File: config.mk
export PLATFORM = sky130hd
export DESIGN_NAME = vt4_queue
export DESIGN_NICKNAME = d
export VERILOG_FILES = /design/src/sv/vt4_pkg.sv /design/src/sv/vt4_queue.sv
export SDC_FILE = /design/constraint.sdc
export NUM_CORES = 1
export LEC_CHECK = 0
export BUFFER_PORTS_ARGS = -buffer_cell sky130_fd_sc_hd__buf_2
export CELL_PAD_IN_SITES_DETAIL_PLACEMENT = 1
export CELL_PAD_IN_SITES_GLOBAL_PLACEMENT = 2
export CORE_ASPECT_RATIO = 1.75
export CORE_MARGIN = 2
export CORE_UTILIZATION = 37
export DETAILED_ROUTE_END_ITERATION = 8
export PLACE_DENSITY = 0.73
export SLEW_MARGIN = 15
export SYNTH_ARGS = -nofsm -noshare
export SYNTH_HDL_FRONTEND = slang
export SYNTH_SLANG_ARGS = --single-unit
File: constraint.sdc
create_clock -name clk -period 5.07 [get_ports clk]
set_input_delay 0.2535 -clock clk [delete_from_list [all_inputs] [get_ports clk]]
set_output_delay 0.2535 -clock clk [all_outputs]
set_load 0.02 [all_outputs]
File: src/sv/vt4_pkg.sv
// Shared types, constants and helper functions for the vertex transform.
// No dependencies.
package vt4_pkg;

	localparam int NREGS     = 8;
	localparam int IDX_W     = 4;
	localparam int QBITS     = 48;
	localparam int QDEPTH    = 4;
	localparam int QPTR_W    = 2;
	localparam int SUM_W     = 66;

	localparam logic signed [31:0] Q_MAX = 32'sh7FFF_FFFF;
	localparam logic signed [31:0] Q_MIN = 32'sh8000_0000;

	localparam logic [63:0] RST_ROW1_LO = 64'h0000_0000_0001_0000;
	localparam logic [63:0] RST_ROW2_LO = 64'h0001_0000_0000_0000;
	localparam logic [63:0] RST_ROW3_HI = 64'h0000_0000_0001_0000;
	localparam logic [63:0] RST_ROW4_HI = 64'h0001_0000_0000_0000;

	typedef enum logic {
		CMD_PLAIN  = 1'b0,
		CMD_DIVIDE = 1'b1
	} cmd_t;

	typedef logic [NREGS-1:0][63:0] mat_t;

	typedef struct packed {
		cmd_t               cmd;
		logic               sat;
		logic signed [31:0] x;
		logic signed [31:0] y;
		logic signed [31:0] z;
		logic signed [31:0] w;
	} item_t;

	typedef struct packed {
		logic full;
		logic empty;
	} q_stat_t;

	function automatic logic signed [31:0] mat_entry(input mat_t m, input int r, input int c);
		logic [63:0] rv;
		rv = m[r*2 + c/2];
		return (c % 2 == 1) ? rv[63:32] : rv[31:0];
	endfunction

	// Q34.32 sum to Q16.16: truncate toward zero, saturate
	function automatic logic [32:0] narrow(input logic signed [SUM_W-1:0] s);
		logic signed [SUM_W-1:0] adj;
		logic signed [SUM_W-17:0] t;
		adj = s[SUM_W-1] ? s + SUM_W'(16'hFFFF) : s;
		t = adj[SUM_W-1:16];
		if (t > (SUM_W-16)'(Q_MAX))
			return {1'b1, Q_MAX};
		else if (t < -(SUM_W-16)'(64'sh8000_0000))
			return {1'b1, Q_MIN};
		else
			return {1'b0, t[31:0]};
	endfunction

endpackage

File: src/sv/vt4_queue.sv
// Short FIFO between front and back parts.
// Depends on vt4_pkg.
module vt4_queue (
	input  logic              clk,
	input  logic              arst_n,
	input  logic              push,
	input  vt4_pkg::item_t    push_item,
	input  logic              pop,
	output vt4_pkg::item_t    head,
	output vt4_pkg::q_stat_t  stat
);
	import vt4_pkg::*;

	item_t             mem_q [QDEPTH];
	logic [QPTR_W-1:0] wr_q, rd_q;
	logic [QPTR_W:0]   cnt_q;

	assign stat.full  = (cnt_q == (QPTR_W+1)'(QDEPTH));
	assign stat.empty = (cnt_q == '0);
	assign head       = mem_q[rd_q];

	always_ff @(posedge clk or negedge arst_n) begin
		if (!arst_n) begin
			wr_q  <= '0;
			rd_q  <= '0;
			cnt_q <= '0;
		end else begin
			if (push)
				wr_q <= wr_q + 1'b1;
			if (pop)
				rd_q <= rd_q + 1'b1;
			if (push && !pop)
				cnt_q <= cnt_q + 1'b1;
			else if (pop && !push)
				cnt_q <= cnt_q - 1'b1;
		end
	end

	always_ff @(posedge clk) begin
		if (push)
			mem_q[wr_q] <= push_item;
	end

endmodule

# Word-level counts from Yosys, hierarchy flattened
# Memories as Yosys holds them, arrays and structs flattened.
# Cells that the tools add are included.
# totals
ff_bits	7
ramBits	520
in_bits	134
output_inout_bits	132
word_cells	19
n_memories	1
# classes
n_addsub	4
n_eq_ne	1
muxes	4
n_reduce_logical	6
# mem_list
name	depth	word_bits	rd	rd_clocked_by_memory_dff	write_ports	line	source
mem_q	4	130	1	0	1	vt4_queue.sv:14	item_t mem_q [QDEPTH];
# ops
op	n
3-bit 2-to-1 mux	2
2-bit by 1-bit adder with 2-bit output, second input constant	2
3-bit by 1-bit adder with 3-bit output, second input constant	1
3-bit == test, second input constant	1
3-bit logical NOT	1
3-bit by 1-bit subtractor with 3-bit output, second input constant	1
1-bit logical AND	2
1-bit logical NOT	2
1-bit 2-to-1 mux	2
2-bit nonzero test	1

# Longest topological paths before layout
# Gate-level depths: netlist of the first run.
# logic_depth
word_depth	4
mapped_depth	7
ltp_nobuf	7

# Worst setup path after synthesis of the first run
# Ideal clock, no wire load.
# synth_path
path_type	register -> register
start	register wr_q[0]
end	memory mem_q[2][0] in the netlist's numbering (enable)
setup_time_ps	505
arrival_time_ps	3598
required_time_ps	4565
setup_slack_ps	968
stages_incl_launch_ff	4
n_path_buf	0
synth_period_minus_slack_ps	4102
cell_sequence	dfrtp_1 > inv_1 > ha_1 > and2_1
# synth_rtl
item	line	source
start: declaration	vt4_queue.sv:15	logic [QPTR_W-1:0] wr_q, rd_q;
start signal: assignment	vt4_queue.sv:29	wr_q <= wr_q + 1'b1;
end: declaration	vt4_queue.sv:14	
# No word-level cell before the write port.

==> results.md, run 1 <==
- Combined area of the multi-input logic cells: 3140 sq um
- Register-to-register path setup slack: 2.90 ns
- Via-per-instance ratio: 4.80
- Mean cell area of the mapped netlist: 26.8 sq um
- Switching power: 4.39 mW
- Clock-pin slew of the registers on the worst-case setup and hold paths: 0.06 ns
- Horizontal die dimension: 176 um
- Syn. warnings: 0
- Count of buffer and inverter cells on the critical path: 2
- Vert. Die Dim: 305 um
- Critical path class: flip-flop to primary output
- Critical-path top delay cell: sky130_fd_sc_hd__dfrtp_4
- Syn Nets: 854
- Clock Power Share: 0.245
- Cell area after synthesis: 19,100 sq um
- Number of nets with antenna violations after detailed routing: 0
- Cell with the most instances after synthesis: sky130_fd_sc_hd__edfxtp_1
- Total clock sinks: 527
- Number of global-route vias before repair: 9,987
- Worst rel slew slack: 0.286
- Run status: finished, final reports clean
- Buffer levels on the longest clock path: 3
- Worst Slack Setup Final: 1.93 ns
- Number of synthesized register bits: 527
- Number of buffers inserted by post-CTS setup repair: 0
- Data arrival time of the worst path: 2.89 ns
- Initial core utilization: 0.373
- Setup TNS Final: 0 ns
- Number of CTS-inserted buffers: 48
- Count of antenna diodes in the layout: 0
- Die area: 53,600 sq um
- Int Pwr: 9.34 mW
- Post-DR wirelength/cell: 21.9 um
- Met2 layer usage reported by global route: 0.279
- Detail Placement HPWL: 24.1 mm
- Number of I/O port buffers: 265
- Number of ports placed on the die boundary: 266
- Number of library cell types mapped by synthesis: 19
- First-iteration detailed-routing DRC count: 551
- Final #Nets: 1,284
- Top_reg_cell synth: sky130_fd_sc_hd__edfxtp_1
- Number of flops mapped to enable cells by yosys: 520
- Busiest grt layer: met2
- Worst vdd ir: 0.395 mV
- Leakage power summed over all cells: 8.18 nW
- Minimum clock period: 3.14 ns
- 1st-pass router iterations: 4
- Switching share of power: 0.320
- WL final: 40.5 mm
- Combined global-route utilization of all metal layers: 0.154
- Critical path peak fanout: 47
- Core area: 51,300 sq um
- Clock tree from TritonCTS: built
- Max-slew violations: 0
- Final RePlAce weighted congestion: 0.688
- Buffer cell driving the clock tree root: sky130_fd_sc_hd__clkbuf_16
- Cell breakdown of the critical path: buf_12 > mux4_2 > buf_2
- Via count: 8,884
- Seq. cell area: 15,800 sq um
- Actual slew at the worst max-slew pin: 1.07 ns
- Endpoints failing hold: 0
- Area fraction of the dominant cell type after synthesis: 0.816
- Share of synthesized registers carrying an async set or reset: 0.0133
- Count of endpoints failing setup in the final report: 0
- Required time reported for the critical path endpoint: 4.82 ns
- First-pass GRT wire length: 61.8 mm
- Period utilisation layout: 0.619
- Clock network latency to the later pin of the worst-skew pair: 0.57 ns
- Area growth syn-to-layout: 25.7%
- Synth cell count leaders: 520 x sky130_fd_sc_hd__edfxtp_1, 130 x sky130_fd_sc_hd__mux4_2, 15 x sky130_fd_sc_hd__buf_2, 10 x sky130_fd_sc_hd__buf_6, 7 x sky130_fd_sc_hd__dfrtp_1
- Synth area leaders: sky130_fd_sc_hd__edfxtp_1 82%, sky130_fd_sc_hd__mux4_2 15%, sky130_fd_sc_hd__dfrtp_1 0.92%
- Design Power: 13.7 mW
- Path type of the worst min-delay path: input pin to asynchronous set/reset pin
- Cell Pwr Density: 570 nW/um^2
- Proportion of power drawn by flip-flops and latches: 0.445
- Share of final-layout standard cells stronger than drive strength 1: 0.401
- Post-synthesis cell count: 714
- Number of antenna violations at the first check in global routing: 4
- Unrepaired setup endpoints after global routing: no
- CP delay by family, top: flip-flops
- Fillers: 4,692
- Number of maximum-capacitance violations: 0
- Cell type contributing the most total cell area after synthesis: sky130_fd_sc_hd__edfxtp_1
- H-Tree Depth: 2
- Critical Path Source Type: flip-flop
- Setup Slack @ Placement: 2.41 ns
- Met3 GRT Util: 0.0273
- GRT Residual Overflow: 0
- Grt met1 use: 0.183
- Sequential share of the synthesized area: 0.825
- Upper clock frequency limit: 319 MHz
- Clock skew after layout: 0.0119 ns
- Largest net degree at the start of global routing: 72
- Crit path largest cell delay: 1.11 ns
- Critical path endpoint category: primary output
- Number of core rows: 110
- DRC violation count after routing: 0
- Combinational Power Share: 0.309
final cells by class:
| type | count | share of cell area |
|---|---|---|
| clock buffer | 65 | 0.0535 |
| clock inverter | 20 | 0.00608 |
| inverter | 4 | 0.000624 |
| multi-input combinational | 153 | 0.130 |
| sequential | 527 | 0.657 |
| tap | 672 | 0.0349 |
| timing repair buffer | 410 | 0.118 |
state kept, by name, summed over array words and instances (netlist names):
signal,flops
cnt_q,3
rd_q,2
mem_q,520
wr_q,2
per-layer routing:
| layer | vias up | part of all wire | wire length (um) |
|---|---|---|---|
| li1 | 3939 | - | - |
| met1 | 4662 | 0.39 | 15700 |
| met2 | 209 | 0.54 | 21900 |
| met3 | 66 | 0.042 | 1690 |
| met4 | 8 | 0.030 | 1210 |
| met5 | - | 0.0011 | 45 |
logic make-up (layout without fill, tap and decap cells):
logic type      Yosys count  after routing  synth area share
compound gates            1              1          0.000261
simple gates              9              9           0.00255
fa+ha+maj                 6              6           0.00431
xor+xnor                  6              6           0.00275
buf+inv                  34            499            0.0118
mux                     131            131             0.154
flops                   527            527             0.825
path summary, 6_finish.rpt:
kind / end / depth (start not counted) / start
max reg2reg: mem_q[0][19] / 4 / wr_q[0]
min: wr_q[1] / 2 / arst_n
min reg2reg: cnt_q[2] / 1 / cnt_q[2]
max: head[32] / 3 / rd_q[0]
max in group asynchronous: rd_q[1] / 2 / arst_n
min in group clk: mem_q[3][108] / 2 / push_item[108]
through the flow:
| stage | cells | utilization | instance area (sq um) | hold WS, ns |
|---|---|---|---|---|
| after floorplan | 714 | - | 19100 | -0.0421 |
| after global placement | 1633 | 0.415 | 21300 | 0.136 |
| after detailed placement | 1633 | 0.415 | 21300 | 0.137 |
| after CTS | 1851 | 0.469 | 24100 | 0.0424 |
| after global routing | 1851 | 0.469 | 24100 | 0.0667 |
| final | 1851 | 0.469 | 24100 | 0.0760 |
power groups by stage:
stage / Combinational (mW) / Clock, mW / Sequential, mW
after global placement: 4.26 / 0 / 6.17
after floorplan: 3.05 / 0 / 6.00
after global routing: 4.52 / 3.59 / 6.21
after detailed placement: 4.27 / 0 / 6.23
after CTS: 4.38 / 3.47 / 6.14
final: 4.24 / 3.37 / 6.11
placed cells by master (no fill, tap or decap), types with 7 or more instances in the layout:
master,synthesis,final
sky130_fd_sc_hd__clkinv_1,0,10
sky130_fd_sc_hd__buf_12,0,7
sky130_fd_sc_hd__dlygate4sd3_1,0,133
sky130_fd_sc_hd__clkbuf_16,0,49
sky130_fd_sc_hd__clkbuf_1,4,16
sky130_fd_sc_hd__edfxtp_1,520,520
sky130_fd_sc_hd__buf_2,15,265
sky130_fd_sc_hd__mux4_2,130,130
timing repair:
action                    in CTS  in global routing
hold buffers                 133                  0
hold endpoints to repair     530                  0
resized for setup              0                  0
No activity file was read; power rests on OpenSTA's default activity.
==> inputs of run 2 (changes only) <==
--- a/config.mk
+++ b/config.mk
@@ -12,7 +12,7 @@
 export CORE_MARGIN = 2
 export CORE_UTILIZATION = 37
 export DETAILED_ROUTE_END_ITERATION = 8
-export PLACE_DENSITY = 0.73
+export PLACE_DENSITY = 0.75
 export SLEW_MARGIN = 15
 export SYNTH_ARGS = -nofsm -noshare
 export SYNTH_HDL_FRONTEND = slang
==> constraint.sdc (replaced) <==
create_clock -name clk -period 2.5 [get_ports clk]
set_input_delay 0.125 -clock clk [delete_from_list [all_inputs] [get_ports clk]]
set_output_delay 0.125 -clock clk [all_outputs]
set_load 0.02 [all_outputs]
==> run 2 against run 1 <==
  * Sequential share of layout area shrank 0.86 points
  * Setup slack lost 1.8 ns
  * Final area up 1.3%
  * Combinational power grew 120%
  * Routed wire length is 1.9% higher
  * Critical path depth unchanged
  * Critical endpoint is now head[106]
==> results.md, run 2 (synthesized netlist as in run 1, its figures left out) <==
- Area growth syn-to-layout: 27.3%
- Period utilisation layout: 0.947
- Leakage power summed over all cells: 8.31 nW (+1.6%)
- Worst hold-check slack: 0.309 ns (+0.233 ns)
- DRC violation count after routing: 0 (unchanged)
- Actual slew at the worst max-slew pin: 0.468 ns (-0.603 ns)
- Clock-pin slew of the registers on the worst-case setup and hold paths: 0.07 ns (about the same)
- Detail Placement HPWL: 25.4 mm (+5.5%)
- Final #Nets: 1,293 (+0.70%)
- Run status: finished, final reports clean
- Setup TNS Final: 0 ns (unchanged)
- Post-DR wirelength/cell: 22.2 um (+1.2%)
- Number of maximum-capacitance violations: 0 (unchanged)
- Buffer levels on the longest clock path: 3 (unchanged)
- Setup Slack @ Placement: 0.680 ns (-1.73 ns)
- Clock skew after layout: 0.0258 ns (+0.0139 ns)
- Via count: 9,015 (+1.5%)
- Buffer cell driving the clock tree root: sky130_fd_sc_hd__clkbuf_16
- Combined area of the multi-input logic cells: 3140 sq um (unchanged)
- Endpoints failing hold: 0 (unchanged)
- Die area: 53,600 sq um (unchanged)
- Count of endpoints failing setup in the final report: 0 (unchanged)
- First-pass GRT wire length: 63.5 mm (+2.6%)
- Critical path peak fanout: 51 (+8.5%)
- Cell Count Post-Placement: 1,642 (+0.55%)
- Seq. cell area: 15,800 sq um (unchanged)
- Critical path endpoint category: primary output
- Clock tree from TritonCTS: built
- Share of final-layout standard cells stronger than drive strength 1: 0.410 (+0.00859)
- Critical Path Source Type: flip-flop
- Number of antenna violations at the first check in global routing: 10 (+6)
- Horizontal die dimension: 176 um (unchanged)
- Initial core utilization: 0.373 (unchanged)
- Vert. Die Dim: 305 um (unchanged)
- H-Tree Depth: 2 (unchanged)
- Cell Pwr Density: 1170 nW/um^2 (+100%)
- Largest register FFs: 520 (unchanged)
- Leading cell type in the layout, fill and taps excluded: sky130_fd_sc_hd__edfxtp_1
- Worst vdd ir: 0.707 mV (+79%)
- GRT Residual Overflow: 0 (unchanged)
- Core area: 51,300 sq um (unchanged)
- Required time reported for the critical path endpoint: 2.38 ns (-2.44 ns)
- Number of non-filler instances in the completed layout: 1,864 (+0.70%)
- Largest net degree at the start of global routing: 52 (-28%)
- Path type of the worst min-delay path: input pin to flip-flop
- Number of ports placed on the die boundary: 266 (unchanged)
- Number of nets with antenna violations after detailed routing: 0 (unchanged)
- Upper clock frequency limit: 422 MHz
- Data arrival time of the worst path: 2.24 ns (-0.65 ns)
- 1st-pass router iterations: 4 (unchanged)
- Number of global-route vias before repair: 10,400 (+4.4%)
- Total clock sinks: 527 (unchanged)
- Minimum clock period: 2.37 ns
- Number of core rows: 110 (unchanged)
- Max-slew violations: 0 (unchanged)
- Largest Register: mem_q
- Commonest cells after routing, fill and taps aside: 520 x sky130_fd_sc_hd__edfxtp_1, 265 x sky130_fd_sc_hd__buf_2, 134 x sky130_fd_sc_hd__dlygate4sd3_1
- Fillers: 4,679 (-0.28%)
- Number of CTS-inserted buffers: 47 (-2.1%)
- Worst Slack Setup Final: 0.133 ns (-1.80 ns)
- Worst rel slew slack: 0.687 (+0.401)
- Final RePlAce weighted congestion: 0.683 (-0.83%)
- Number of I/O port buffers: 265 (unchanged)
- CTS resizes: 0 (unchanged)
- WL final: 41.3 mm (+1.9%)
- Critical path class: flip-flop to primary output
- Unrepaired setup endpoints after global routing: no
- Combined global-route utilization of all metal layers: 0.157 (+0.00266)
- Largest regs: mem_q (520), cnt_q (3)
- First-iteration detailed-routing DRC count: 532 (-3.4%)
- Clock network latency to the later pin of the worst-skew pair: 0.56 ns (about the same)
- Via-per-instance ratio: 4.84 (+0.77%)
run 2: changes by cell type in the layout (fill, tap and decap cells not counted):
| cell | before | now |
|---|---|---|
| sky130_fd_sc_hd__clkinv_2 | 5 | 4 |
| sky130_fd_sc_hd__diode_2 | 0 | 6 |
| sky130_fd_sc_hd__buf_12 | 7 | 18 |
| sky130_fd_sc_hd__inv_6 | 0 | 2 |
| sky130_fd_sc_hd__clkbuf_1 | 16 | 9 |
| sky130_fd_sc_hd__bufinv_16 | 2 | 6 |
| sky130_fd_sc_hd__dlygate4sd3_1 | 133 | 134 |
| sky130_fd_sc_hd__buf_4 | 5 | 3 |
| sky130_fd_sc_hd__clkbuf_16 | 49 | 48 |
| sky130_fd_sc_hd__clkinv_8 | 0 | 1 |
| sky130_fd_sc_hd__clkinv_4 | 1 | 0 |
run 2: final cells by class:
cell class              count  share of cell area
inverters                   4            0.000616
repair buffers            420               0.125
clock buffers              57              0.0507
diodes                      6            0.000616
flip-flops and latches    527               0.648
clock inverters            25              0.0118
multi-input cells         153               0.129
well taps                 672              0.0345
run 2: final timing paths:
path	endpoint	depth (start not counted)	slack (ns)	start
max in group asynchronous	rd_q[0]	3	1.54	arst_n
min in group asynchronous	rd_q[1]	3	0.59	arst_n
hold / removal	mem_q[0][107]	2	0.31	push_item[107]
setup / recovery	head[106]	3	0.13	rd_q[1]
hold reg to reg	cnt_q[2]	1	0.49	cnt_q[2]
setup reg to reg	mem_q[2][29]	4	0.72	wr_q[0]
run 2: layer usage:
metal / share of wire / global-route usage / vias to the layer above
met5: 0.0014 / 0 / -
met4: 0.036 / 0.0661 / 8
met3: 0.037 / 0.0252 / 80
met2: 0.55 / 0.285 / 236
met1: 0.37 / 0.183 / 4728
li1: - / - / 3963
run 2: critical path: stages (launching register included):
cell and delay, ns:
sky130_fd_sc_hd__dfrtp_4 0.68, sky130_fd_sc_hd__buf_12 0.35, sky130_fd_sc_hd__mux4_2 0.41, sky130_fd_sc_hd__buf_2 0.19
run 2: stage by stage:
step | area (sq um) | power [mW] | utilization
2_1_floorplan | 19200 | 18.2 | -
3_3_place_gp | 21500 | 21.4 | 0.419
3_5_place_dp | 21500 | 21.5 | 0.419
4_1_cts | 24400 | 29.0 | 0.475
5_1_grt | 24400 | 29.7 | 0.475
6_report | 24400 | 28.4 | 0.475
run 2: report_power, final:
part | switching [mW] | total, mW | internal (mW)
registers | 0.500 | 12.0 | 11.5
logic | 5.41 | 9.20 | 3.79
clock network | 3.05 | 7.18 | 4.13
run 2: what timing repair did:
item                      in CTS  in global routing
hold endpoints to repair     531                  0
buffers inserted               0                  0
hold buffers                 134                  0
